$ cat src/rtl/asde_pkg.sv
`timescale 1ns / 1ps
// ----------------------------------------------------------------------------
// asde_pkg
// Types, opcodes and function codes shared by the Alpha subset decode/execute
// block and its channel interfaces.
// ----------------------------------------------------------------------------
package asde_pkg;

  localparam logic [4:0] REG_NONE = 5'd31;

  localparam logic [3:0] SIZE_BYTE = 4'd1;
  localparam logic [3:0] SIZE_LONG = 4'd4;
  localparam logic [3:0] SIZE_QUAD = 4'd8;

  typedef enum logic [5:0] {
    OPC_LDA   = 6'h08,
    OPC_LDAH  = 6'h09,
    OPC_LDBU  = 6'h0A,
    OPC_LDQ_U = 6'h0B,
    OPC_STB   = 6'h0E,
    OPC_INTA  = 6'h10,
    OPC_INTL  = 6'h11,
    OPC_LDQ   = 6'h29,
    OPC_STL   = 6'h2C,
    OPC_BEQ   = 6'h39,
    OPC_BNE   = 6'h3D
  } asde_opc_e;

  localparam logic [6:0] FN_ADDL   = 7'h00;
  localparam logic [6:0] FN_CMPULT = 7'h1D;
  localparam logic [6:0] FN_ADDQ   = 7'h20;
  localparam logic [6:0] FN_S4ADDQ = 7'h22;
  localparam logic [6:0] FN_CMPEQ  = 7'h2D;
  localparam logic [6:0] FN_BIS    = 7'h20;

  typedef enum logic [1:0] {
    KIND_OTHER  = 2'd0,
    KIND_LOAD   = 2'd1,
    KIND_STORE  = 2'd2,
    KIND_BRANCH = 2'd3
  } asde_kind_e;

  typedef enum logic [3:0] {
    OP_NONE,
    OP_EA,
    OP_EA_ALIGN,
    OP_BIS,
    OP_ADDQ,
    OP_ADDL,
    OP_CMPEQ,
    OP_S4ADDQ,
    OP_CMPULT,
    OP_BEQ,
    OP_BNE
  } asde_op_e;

  typedef struct packed {
    logic [4:0]  dest;
    logic [4:0]  src_a;
    logic [4:0]  src_b;
    logic        use_lit;
    logic [7:0]  lit;
    asde_kind_e  kind;
    logic [3:0]  size;
    asde_op_e    op;
    logic        fatal;
    logic [63:0] offset;
    logic [23:0] br_term;
  } asde_dec_t;

endpackage

$ cat src/rtl/asde_if.sv
`timescale 1ns / 1ps
// ----------------------------------------------------------------------------
// asde_if
// Valid/ready channels: instruction input and decode/execute result output.
// ----------------------------------------------------------------------------
interface asde_in_if;
  logic        valid;
  logic        ready;
  logic [63:0] inst_address;
  logic [31:0] inst_word;
  logic [63:0] operand_a;
  logic [63:0] operand_b;

  modport source (output valid, inst_address, inst_word, operand_a, operand_b,
                  input ready);
  modport sink (input valid, inst_address, inst_word, operand_a, operand_b,
                output ready);
endinterface

interface asde_out_if;
  logic        valid;
  logic        ready;
  logic [4:0]  dest_register;
  logic [4:0]  src_register_a;
  logic [4:0]  src_register_b;
  logic        b_uses_literal;
  logic [7:0]  literal_value;
  logic [1:0]  inst_kind;
  logic [3:0]  access_bytes;
  logic [63:0] result_value;
  logic [63:0] store_data;
  logic        br_taken;
  logic [63:0] br_target;
  logic        unimpl_trap;

  modport source (output valid, dest_register, src_register_a, src_register_b,
                  b_uses_literal, literal_value, inst_kind, access_bytes,
                  result_value, store_data, br_taken, br_target,
                  unimpl_trap,
                  input ready);
  modport sink (input valid, dest_register, src_register_a, src_register_b,
                b_uses_literal, literal_value, inst_kind, access_bytes,
                result_value, store_data, br_taken, br_target,
                unimpl_trap,
                output ready);
endinterface

$ cat src/rtl/alpha_subset_decode_execute.sv
`timescale 1ns / 1ps
// ----------------------------------------------------------------------------
// alpha_subset_decode_execute
// Decodes one Alpha integer instruction and executes a small subset of it.
//
// in_i carries one transaction per instruction: address, raw word and the
// two operand values chosen by the caller. out_o carries one transaction per
// instruction: register numbers, literal use, kind, access size, ALU result
// or effective address, store data, branch outcome and target, trap flag.
// Three register stages: input capture, decode, execute/output. out_o.valid
// rises once an accepted transaction has passed through the input capture,
// decode and output registers. Throughput is one transaction per cycle while
// out_o does not stall; the 64-bit adds and compares of the execute stage
// set the clock period.
// Each stage advances when it is empty or its successor advances, so a stall
// on out_o backs up stage by stage and in_i.ready falls only once all three
// stages hold data. Nothing is dropped or repeated.
// Reset empties all stages; in_i.ready is high right after reset.
// ----------------------------------------------------------------------------
module alpha_subset_decode_execute (
  input  logic              clk_i,
  input  logic              rst_ni,
  asde_in_if.sink           in_i,
  asde_out_if.source        out_o
);

  // stage enables
  logic en1, en2, en3;
  logic v1_q, v2_q, v3_q;

  assign en3 = !v3_q || out_o.ready;
  assign en2 = !v2_q || en3;
  assign en1 = !v1_q || en2;
  assign in_i.ready = en1;

  // stage 1: input capture
  logic [63:0] s1_addr_q, s1_a_q, s1_b_q;
  logic [31:0] s1_word_q;

  always_ff @(posedge clk_i or negedge rst_ni) begin
    if (!rst_ni) begin
      v1_q <= 1'b0;
    end else if (en1) begin
      v1_q <= in_i.valid;
    end
  end

  always_ff @(posedge clk_i) begin
    if (en1 && in_i.valid) begin
      s1_addr_q <= in_i.inst_address;
      s1_word_q <= in_i.inst_word;
      s1_a_q    <= in_i.operand_a;
      s1_b_q    <= in_i.operand_b;
    end
  end

  // decode
  asde_pkg::asde_dec_t dec_d;
  asde_pkg::asde_opc_e opc;
  logic [4:0]  ra, rb, rc;
  logic [6:0]  fn;
  logic [15:0] mdisp;
  logic [21:0] br_sum;

  assign opc    = asde_pkg::asde_opc_e'(s1_word_q[31:26]);
  assign ra     = s1_word_q[25:21];
  assign rb     = s1_word_q[20:16];
  assign rc     = s1_word_q[4:0];
  assign fn     = s1_word_q[11:5];
  assign mdisp  = s1_word_q[15:0];
  assign br_sum = {s1_word_q[20], s1_word_q[20:0]} + 22'd1;

  always_comb begin
    dec_d         = '0;
    dec_d.dest    = asde_pkg::REG_NONE;
    dec_d.src_a   = asde_pkg::REG_NONE;
    dec_d.src_b   = asde_pkg::REG_NONE;
    dec_d.use_lit = 1'b0;
    dec_d.lit     = s1_word_q[20:13];
    dec_d.kind    = asde_pkg::KIND_OTHER;
    dec_d.size    = asde_pkg::SIZE_BYTE;
    dec_d.op      = asde_pkg::OP_NONE;
    dec_d.fatal   = 1'b0;
    dec_d.offset  = {{48{mdisp[15]}}, mdisp};
    dec_d.br_term = {br_sum, 2'b00};
    case (opc)
      asde_pkg::OPC_LDQ, asde_pkg::OPC_LDQ_U, asde_pkg::OPC_LDBU,
      asde_pkg::OPC_LDA, asde_pkg::OPC_LDAH: begin
        dec_d.src_a = rb;
        dec_d.dest  = ra;
        dec_d.op    = asde_pkg::OP_EA;
        if (opc == asde_pkg::OPC_LDQ || opc == asde_pkg::OPC_LDQ_U) begin
          dec_d.size = asde_pkg::SIZE_QUAD;
        end
        if (opc != asde_pkg::OPC_LDA && opc != asde_pkg::OPC_LDAH &&
            ra != asde_pkg::REG_NONE) begin
          dec_d.kind = asde_pkg::KIND_LOAD;
        end
        if (opc == asde_pkg::OPC_LDAH) begin
          dec_d.offset = {{32{mdisp[15]}}, mdisp, 16'h0000};
        end
        if (opc == asde_pkg::OPC_LDQ_U) begin
          dec_d.op = asde_pkg::OP_EA_ALIGN;
        end
      end
      asde_pkg::OPC_STL, asde_pkg::OPC_STB: begin
        dec_d.kind  = asde_pkg::KIND_STORE;
        dec_d.src_a = rb;
        dec_d.src_b = ra;
        dec_d.op    = asde_pkg::OP_EA;
        if (opc == asde_pkg::OPC_STL) begin
          dec_d.size = asde_pkg::SIZE_LONG;
        end
      end
      asde_pkg::OPC_INTA: begin
        dec_d.use_lit = s1_word_q[12];
        dec_d.dest    = rc;
        dec_d.src_a   = ra;
        dec_d.src_b   = rb;
        case (fn)
          asde_pkg::FN_ADDQ:   dec_d.op = asde_pkg::OP_ADDQ;
          asde_pkg::FN_ADDL:   dec_d.op = asde_pkg::OP_ADDL;
          asde_pkg::FN_CMPEQ:  dec_d.op = asde_pkg::OP_CMPEQ;
          asde_pkg::FN_S4ADDQ: dec_d.op = asde_pkg::OP_S4ADDQ;
          asde_pkg::FN_CMPULT: dec_d.op = asde_pkg::OP_CMPULT;
          default:             dec_d.fatal = 1'b1;
        endcase
      end
      asde_pkg::OPC_INTL: begin
        dec_d.use_lit = s1_word_q[12];
        dec_d.dest    = rc;
        dec_d.src_a   = ra;
        dec_d.src_b   = rb;
        if (fn == asde_pkg::FN_BIS) begin
          dec_d.op = asde_pkg::OP_BIS;
        end else begin
          dec_d.fatal = 1'b1;
        end
      end
      asde_pkg::OPC_BEQ, asde_pkg::OPC_BNE: begin
        dec_d.kind  = asde_pkg::KIND_BRANCH;
        dec_d.src_a = ra;
        dec_d.op    = (opc == asde_pkg::OPC_BEQ) ? asde_pkg::OP_BEQ : asde_pkg::OP_BNE;
      end
      default: begin
        dec_d.fatal = 1'b1;
      end
    endcase
  end

  // stage 2: decoded instruction
  asde_pkg::asde_dec_t s2_dec_q;
  logic [63:0] s2_addr_q, s2_a_q, s2_b_q;

  always_ff @(posedge clk_i or negedge rst_ni) begin
    if (!rst_ni) begin
      v2_q <= 1'b0;
    end else if (en2) begin
      v2_q <= v1_q;
    end
  end

  always_ff @(posedge clk_i) begin
    if (en2 && v1_q) begin
      s2_dec_q  <= dec_d;
      s2_addr_q <= s1_addr_q;
      s2_a_q    <= s1_a_q;
      s2_b_q    <= s1_b_q;
    end
  end

  // execute
  logic [63:0] ea, sum_ab, res_d, target_d, sdata_d;
  logic        taken_d;

  assign ea     = s2_a_q + s2_dec_q.offset;
  assign sum_ab = s2_a_q + s2_b_q;

  always_comb begin
    res_d   = '0;
    taken_d = 1'b0;
    case (s2_dec_q.op)
      asde_pkg::OP_EA:       res_d = ea;
      asde_pkg::OP_EA_ALIGN: res_d = ea & ~64'd7;
      asde_pkg::OP_BIS:      res_d = s2_a_q | s2_b_q;
      asde_pkg::OP_ADDQ:     res_d = sum_ab;
      asde_pkg::OP_ADDL:     res_d = {{32{sum_ab[31]}}, sum_ab[31:0]};
      asde_pkg::OP_CMPEQ:    res_d = {63'd0, s2_a_q == s2_b_q};
      asde_pkg::OP_S4ADDQ:   res_d = {s2_a_q[61:0], 2'b00} + s2_b_q;
      asde_pkg::OP_CMPULT:   res_d = {63'd0, s2_a_q < s2_b_q};
      asde_pkg::OP_BEQ:      taken_d = (s2_a_q == 64'd0);
      asde_pkg::OP_BNE:      taken_d = (s2_a_q != 64'd0);
      default:               res_d = '0;
    endcase
  end

  assign target_d = (s2_dec_q.kind == asde_pkg::KIND_BRANCH) ?
                    s2_addr_q + {{40{s2_dec_q.br_term[23]}}, s2_dec_q.br_term} : 64'd0;
  assign sdata_d  = (s2_dec_q.kind == asde_pkg::KIND_STORE) ? s2_b_q : 64'd0;

  // stage 3: output register
  asde_pkg::asde_dec_t s3_dec_q;
  logic [63:0] s3_res_q, s3_sdata_q, s3_target_q;
  logic        s3_taken_q;

  always_ff @(posedge clk_i or negedge rst_ni) begin
    if (!rst_ni) begin
      v3_q <= 1'b0;
    end else if (en3) begin
      v3_q <= v2_q;
    end
  end

  always_ff @(posedge clk_i) begin
    if (en3 && v2_q) begin
      s3_dec_q    <= s2_dec_q;
      s3_res_q    <= res_d;
      s3_sdata_q  <= sdata_d;
      s3_target_q <= target_d;
      s3_taken_q  <= taken_d;
    end
  end

  assign out_o.valid          = v3_q;
  assign out_o.dest_register  = s3_dec_q.dest;
  assign out_o.src_register_a = s3_dec_q.src_a;
  assign out_o.src_register_b = s3_dec_q.src_b;
  assign out_o.b_uses_literal = s3_dec_q.use_lit;
  assign out_o.literal_value  = s3_dec_q.lit;
  assign out_o.inst_kind      = s3_dec_q.kind;
  assign out_o.access_bytes   = s3_dec_q.size;
  assign out_o.result_value   = s3_res_q;
  assign out_o.store_data     = s3_sdata_q;
  assign out_o.br_taken       = s3_taken_q;
  assign out_o.br_target      = s3_target_q;
  assign out_o.unimpl_trap    = s3_dec_q.fatal;

  // assertions
  a_fatal_zero: assert property (@(posedge clk_i) disable iff (!rst_ni)
    v3_q && s3_dec_q.fatal |-> s3_res_q == 64'd0 && !s3_taken_q)
    else $error("fatal transaction with nonzero result");

  a_nonbranch: assert property (@(posedge clk_i) disable iff (!rst_ni)
    v3_q && s3_dec_q.kind != asde_pkg::KIND_BRANCH |-> s3_target_q == 64'd0 && !s3_taken_q)
    else $error("branch outputs set on non-branch");

  a_s2_hold: assert property (@(posedge clk_i) disable iff (!rst_ni)
    v2_q && !en3 |=> v2_q && $stable(s2_dec_q) && $stable(s2_a_q))
    else $error("decode stage lost data during stall");

  a_s1_hold: assert property (@(posedge clk_i) disable iff (!rst_ni)
    v1_q && !en2 |=> v1_q && $stable(s1_word_q))
    else $error("input stage lost data during stall");

endmodule
$ cat src/flat_wrapper.sv
// flat-port wrapper written by rule: the top's interface ports become plain ports
module alpha_subset_decode_execute_flat 
  (clk_i, rst_ni, in_i_valid, in_i_inst_address, in_i_inst_word, in_i_operand_a, in_i_operand_b, in_i_ready, out_o_valid, out_o_dest_register, out_o_src_register_a, out_o_src_register_b, out_o_b_uses_literal, out_o_literal_value, out_o_inst_kind, out_o_access_bytes, out_o_result_value, out_o_store_data, out_o_br_taken, out_o_br_target, out_o_unimpl_trap, out_o_ready);
  asde_in_if in_i_i ();
  asde_out_if out_o_i ();
  input  logic clk_i;
  input  logic rst_ni;
  input wire logic [$bits(in_i_i.valid)-1:0] in_i_valid;
  input wire logic [$bits(in_i_i.inst_address)-1:0] in_i_inst_address;
  input wire logic [$bits(in_i_i.inst_word)-1:0] in_i_inst_word;
  input wire logic [$bits(in_i_i.operand_a)-1:0] in_i_operand_a;
  input wire logic [$bits(in_i_i.operand_b)-1:0] in_i_operand_b;
  output wire logic [$bits(in_i_i.ready)-1:0] in_i_ready;
  output wire logic [$bits(out_o_i.valid)-1:0] out_o_valid;
  output wire logic [$bits(out_o_i.dest_register)-1:0] out_o_dest_register;
  output wire logic [$bits(out_o_i.src_register_a)-1:0] out_o_src_register_a;
  output wire logic [$bits(out_o_i.src_register_b)-1:0] out_o_src_register_b;
  output wire logic [$bits(out_o_i.b_uses_literal)-1:0] out_o_b_uses_literal;
  output wire logic [$bits(out_o_i.literal_value)-1:0] out_o_literal_value;
  output wire logic [$bits(out_o_i.inst_kind)-1:0] out_o_inst_kind;
  output wire logic [$bits(out_o_i.access_bytes)-1:0] out_o_access_bytes;
  output wire logic [$bits(out_o_i.result_value)-1:0] out_o_result_value;
  output wire logic [$bits(out_o_i.store_data)-1:0] out_o_store_data;
  output wire logic [$bits(out_o_i.br_taken)-1:0] out_o_br_taken;
  output wire logic [$bits(out_o_i.br_target)-1:0] out_o_br_target;
  output wire logic [$bits(out_o_i.unimpl_trap)-1:0] out_o_unimpl_trap;
  input wire logic [$bits(out_o_i.ready)-1:0] out_o_ready;
  assign in_i_i.valid = in_i_valid;
  assign in_i_i.inst_address = in_i_inst_address;
  assign in_i_i.inst_word = in_i_inst_word;
  assign in_i_i.operand_a = in_i_operand_a;
  assign in_i_i.operand_b = in_i_operand_b;
  assign in_i_ready = in_i_i.ready;
  assign out_o_valid = out_o_i.valid;
  assign out_o_dest_register = out_o_i.dest_register;
  assign out_o_src_register_a = out_o_i.src_register_a;
  assign out_o_src_register_b = out_o_i.src_register_b;
  assign out_o_b_uses_literal = out_o_i.b_uses_literal;
  assign out_o_literal_value = out_o_i.literal_value;
  assign out_o_inst_kind = out_o_i.inst_kind;
  assign out_o_access_bytes = out_o_i.access_bytes;
  assign out_o_result_value = out_o_i.result_value;
  assign out_o_store_data = out_o_i.store_data;
  assign out_o_br_taken = out_o_i.br_taken;
  assign out_o_br_target = out_o_i.br_target;
  assign out_o_unimpl_trap = out_o_i.unimpl_trap;
  assign out_o_i.ready = out_o_ready;
  alpha_subset_decode_execute u_core (.clk_i(clk_i), .rst_ni(rst_ni), .in_i(in_i_i), .out_o(out_o_i));
endmodule
$ cat config.mk
export PLATFORM = sky130hd
export DESIGN_NAME = alpha_subset_decode_execute_flat
export DESIGN_NICKNAME = d
export VERILOG_FILES = /design/src/rtl/asde_pkg.sv /design/src/rtl/asde_if.sv /design/src/rtl/alpha_subset_decode_execute.sv /design/src/flat_wrapper.sv
export SDC_FILE = /design/constraint.sdc
export NUM_CORES = 1
export LEC_CHECK = 0
export BUFFER_PORTS_ARGS = -buffer_cell sky130_fd_sc_hd__buf_2
export CAP_MARGIN = 20
export CORE_UTILIZATION = 29
export CTS_CLUSTER_DIAMETER = 100
export DETAILED_ROUTE_END_ITERATION = 7
export GPL_TIMING_DRIVEN = 0
export PLACE_DENSITY = 0.45
export SYNTH_ARGS = -nofsm -noshare
export SYNTH_HDL_FRONTEND = slang
export SYNTH_SLANG_ARGS = --single-unit
$ cat constraint.sdc
create_clock -name clk_i -period 23.2 [get_ports clk_i]
set_input_delay 2.32 -clock clk_i [delete_from_list [all_inputs] [get_ports clk_i]]
set_output_delay 2.32 -clock clk_i [all_outputs]
set_load 0.03 [all_outputs]
======== Word level (Yosys, flattened, before mapping) ========
Cells that the tools add are included.
word-level totals
  bits in registers ....................... 732
  logic and storage cells ................. 114
operators by class
  add/subtract/negate cells ............... 5
  order comparisons ....................... 1
  equal/unequal tests ..................... 31
  mux-type cells .......................... 20
  bitwise gates (word level) .............. 1
  reduce and logical (&&, ||, !) cells .... 23
operator list
  kind                     count
  $pmux W64 S8             1
  $add A64 B64 Y64         4
  $eq A64 B64 Y1           1
  $logic_not A64 Y1        1
  $lt A64 B64 Y1           1
  $or A64 B64 Y64          1
  $reduce_bool A64 Y1      1
  $mux W31                 2
  $pmux W4 S5              2
  $eq A6 B4 Y1 const B     5
  $pmux W5 S2              3
  $eq A6 B6 Y1 const B     4
  $add A21 B2 Y22 const B  1
  $eq A7 B6 Y1 const B     3
  $eq A4 B3 Y1 const B     4
  $eq A4 B4 Y1 const B     3
  $eq A6 B5 Y1 const B     2
  $ne A6 B4 Y1 const B     2
  $reduce_or A5 Y1         2
  $reduce_or A9 Y1         1
  $eq A4 B2 Y1 const B     2
  $pmux W4 S2              1
  $eq A7 B5 Y1 const B     1
  $logic_not A7 Y1         1
  other kinds (16)         32

======== Logic depth before layout (Yosys ltp) ========
  word-level depth ........................ 5
  mapped depth ............................ 13
  gate-level depth less buffers ........... 13

======== Least setup slack after synthesis ========
OpenSTA, ideal clock, no wires.
  path type ............................... in2reg
  start ................................... input out_o_ready
  end ..................................... register u_core.s2_a_q[0], enable pin
  library setup time ...................... 0.675 ns
  data arrival time ....................... 8.735 ns
  path slack .............................. 13.790 ns
  stages .................................. 3
  cells stage by stage .................... nor2b_1 > nand2_1 > and2_1
on the way
  cells in the longest elaborated chain, start to end .. 3
ends and longest elaborated chain
  element                 RTL line                            text
  start: declaration      flat_wrapper.sv:27                  input wire logic [$bits(out_o_i.ready)-1:0] out_o_ready;
  $logic_or A1 B1 Y1      alpha_subset_decode_execute.sv:31   assign en3 = !v3_q || out_o.ready;
  $logic_or A1 B1 Y1      alpha_subset_decode_execute.sv:32   assign en2 = !v2_q || en3;
  $logic_and A1 B1 Y1     alpha_subset_decode_execute.sv:164  if (en2 && v1_q) begin
  end signal: assignment  alpha_subset_decode_execute.sv:167  s2_a_q <= s1_a_q;
  end: declaration        alpha_subset_decode_execute.sv:153  logic [63:0] s2_addr_q, s2_a_q, s2_b_q;
No other way between the ends.
A chain may end at the register's enable or synchronous reset.

======== Worst setup path in the final report ========
  start ................................... register u_core.s2_a_q[0]
  end ..................................... register u_core.s3_res_q[58], in the netlist u_core.out_o.result_value[58] (data pin)
on the way
  cells in the longest elaborated chain, start to end .. 2
  elaborated cells on any way between the ends .. 4
ends and longest elaborated chain
  element                              RTL line                                                                                                    text
  $add A64 B64 Y64 (on tied branches)  alpha_subset_decode_execute.sv:189, alpha_subset_decode_execute.sv:176, alpha_subset_decode_execute.sv:177
  $pmux W64 S8 *                       alpha_subset_decode_execute.sv:182                                                                          case (s2_dec_q.op)
  named net u_core.res_d[58]           alpha_subset_decode_execute.sv:173                                                                          logic [63:0] ea, sum_ab, res_d, target_d, sdata_d;
  end signal: assignment               alpha_subset_decode_execute.sv:217                                                                          s3_res_q <= res_d;
  end: declaration                     alpha_subset_decode_execute.sv:203                                                                          logic [63:0] s3_res_q, s3_sdata_q, s3_target_q;
The timed path passes the listed nets; every way through them passes the cells marked *.

==> out/metrics.cfg <==
[timing]
rsz0062_at_grt = false
clock_skew_ns = 0.0450
tns_ns = 0
tightest_slew_ns = 1.17
drv_slew = 0
post-route-min-period_ns = 5.73
setup_viol = 0
finalCritPeriodShare_pct = 24.7
hold_violations = 0
fmax_mhz = 174
max-slew-margin-rel_pct = 21.7

[detailed_routing]
wl_mm = 162
dr.pass1.iters = 6
wl_per_cell_um = 24.3
viasPerCell = 5.09
vias = 34000
drc_errors = 0
ant_nets = 0
drt_iter0_drc = 2689

[worst_hold_path]
whs_path_depth = 0
holdCritPathClass = flop to flop

[clock_tree]
cts_max_level = 3
cts_setup_buffers = 0
cts-root-buf = clkbuf_16
cts_hold_buf = 0
numCtsBuffers = 84
clkTransAtPathRegs_ns = 0.06
insertion_delay_ns = 0.72
cts_tree = done
clock_path_buffers = 3
cts.sinks = 729
cts-resized-gates = 0

[die]
fp-row-count = 141
die-height_um = 389
initial_core_util_pct = 29.3
die_w_um = 389
core-area_um2 = 148000
pin_count = 454
dieArea_um2 = 152000

[synthesis]
synth_edf_count = 726
synth-seq-area-share_pct = 50.3
yosysMostFrequentCell = edfxtp_1
synth_area_um2 = 43500
netlist_instances = 4051
synthFlopType = edfxtp_1
ys_types = 96
synth_common_cells = 726 x edfxtp_1, 377 x ha_1, 361 x a21oi_1
ys_seq_elements = 729
synth.area.top_cells = edfxtp_1 50%, ha_1 11%, a21oi_1 4.2%
ys_warn_count = 0
ys_async_sr_fraction_pct = 0.412
syn_area_per_cell_um2 = 10.7
synth_top_area_share_pct = 50.1
syn_nets = 4660
synth_largest_area_cell = edfxtp_1

[global_route]
grt_pass1_wl_mm = 231
track_usage_pct = 20.8
antenna_found_initial = 25
grt_pass1_vias = 33200
grt-ovfl-total = 0
grt_max_degree = 68

[setup_path]
slowest_stage = a221oi_2
critical_path.top_delay_family = compound AO/OA/AOI/OAI gates
criticalPathCategory = flop to flop
cp.required_ns = 23.54
crit_cells = 12
r2r_end = u_core.out_o.result_value[58]
crit_path_start_kind = flop
critPathCapture = u_core.out_o.result_value[58]
rr_worst_depth = 12
critPathBufInv = 0
max_stage_delay_ns = 0.81
crit_fanout = 5
cp-end-kind = flop
critical_path_arrival_ns = 6.07
worstSetupStartpoint = u_core.s2_a_q[0]
r2r-start = u_core.s2_a_q[0]
crit_chain = ha_1, fa_1, a211oi_1, nor2_1, o2111ai_1, a31oi_1, o21ai_2, o21ai_1, a221oi_2, nor3_1, o21ai_0, nand4_1
r2r_setup_slack_ns = 17.47

[cells_and_area]
post-route-util_pct = 34.8
drive_gt1_share_pct = 14.1
multi_input_area_um2 = 20100
design_area_um2 = 51600
register_area_um2 = 21900
nets = 5222
synthToLayoutAreaGrowth_pct = 18.6
fin_cells = 6694
fillers = 15100

[power]
powerDensity_nw_per_um2 = 82.0
power_uw = 4230
leakage_uw = 0.0207
ir_drop_mv = 0.0516

[place]
dpl_cell_area_um2 = 48800
dp_cells = 6529
dp_hpwl_mm = 126
gp_congestion = 0.902
placement.io_buffers = 452

[flow_run]
cap_violations = 0

[status]
outcome = completed

## state kept, by name, indices dropped and copies added (netlist names), 2 cells and up
| signal | cells |
|---|---|
| u_core.s1_addr_q | 64 |
| u_core.s1_a_q | 64 |
| u_core.out_o.store_data | 64 |
| u_core.s1_word_q | 32 |
| u_core.s2_dec_q | 87 |
| u_core.out_o.literal_value | 8 |
| u_core.out_o.br_target | 64 |
| u_core.out_o.access_bytes | 3 |
| u_core.s1_b_q | 64 |
| u_core.s2_addr_q | 64 |
| u_core.out_o.result_value | 64 |
| u_core.out_o.dest_register | 5 |
| u_core.s2_b_q | 64 |
| u_core.out_o.src_register_a | 5 |
| u_core.out_o.inst_kind | 2 |
| u_core.out_o.src_register_b | 5 |
| u_core.s2_a_q | 64 |
## layout make-up
type,count,area share (%)
Tap cell,2002,4.86
Antenna cell,11,0.0534
Timing Repair Buffer,476,5.43
Buffer,185,1.38
Inverter,232,1.69
Sequential cell,729,42.4
Clock inverter,48,1.03
Clock buffer,106,4.24
Multi-Input combinational cell,2905,38.9
## routing by layer
metal,track usage [%],routed length (um),vias up
met1,27.7,72300,16600
met4,6.35,4350,12
li1,-,-,16200
met5,0,70,-
met3,2.98,8730,200
met2,34.9,76900,976
## placed cells by master (no fill, tap or decap), types with 29 or more instances in the layout
master,n
edfxtp_1,726
buf_2,461
ha_1,377
a21oi_1,361
nand2_1,261
nor2_1,247
o21ai_0,237
inv_1,232
clkbuf_1,193
a21o_1,166
xnor2_1,129
nand3_1,96
and2_1,84
clkbuf_16,84
o21bai_1,82
xor2_1,82
nand4_1,78
nor3_1,67
nor2b_1,47
and3_1,47
o21a_1,38
nor4_1,37
nand2b_1,37
o211ai_1,34
a211oi_1,32
o22ai_1,30
a31oi_1,29
## cell families after synthesis
logic type	after synthesis	share of synthesized area [%]
adders and majority gates	381	11.0
other	1	0.00862
and+or+nand+nor	1093	12.6
AOI/OAI and AO/OA	1192	17.6
buffers and inverters	417	3.63
muxes	27	0.641
DFF	729	50.3
xor gates and xnor gates	211	4.25
## metrics by stage
| step | hold WS [ns] | worst slack (ns) |
|---|---|---|
| after floorplan | 0.400 | 13.79 |
| after global placement | 0.401 | 8.95 |
| after CTS | 0.413 | 17.57 |
| after global routing | 0.416 | 17.34 |
| final | 0.408 | 17.47 |
| after detailed placement | 0.405 | 17.65 |
## how the worst min path moves through the flow
| stage | from | to | slack, ns |
|---|---|---|---|
| 6_report | u_core.s1_addr_q[62] | u_core.s2_addr_q[62] | 0.41 |
| 3_5_place_dp | u_core.s2_dec_q[102] | u_core.out_o.literal_value[3] | 0.40 |
| 5_1_grt | u_core.s1_b_q[5] | u_core.s2_b_q[5] | 0.42 |
| 3_3_place_gp | u_core.s1_addr_q[27] | u_core.s2_addr_q[27] | 0.40 |
| 4_1_cts | u_core.s1_a_q[55] | u_core.s2_a_q[55] | 0.41 |
| 2_1_floorplan | u_core.s2_dec_q[93] | u_core.out_o.access_bytes[0] | 0.40 |
## worst register-to-register path, delay by kind of cell, from the launching register on
family,cells,cell delay [ns]
AO/OA/AOI/OAI,7,3.37
adder cells (fa/ha/maj),2,0.82
flip-flops,1,0.56
AND/OR/NAND/NOR,3,0.59
## report_power, final
| part | internal [uW] | switching (uW) |
|---|---|---|
| registers | 1610 | 93.5 |
| logic | 399 | 808 |
| clock network | 755 | 566 |
Power figures use the tool's default switching activity.
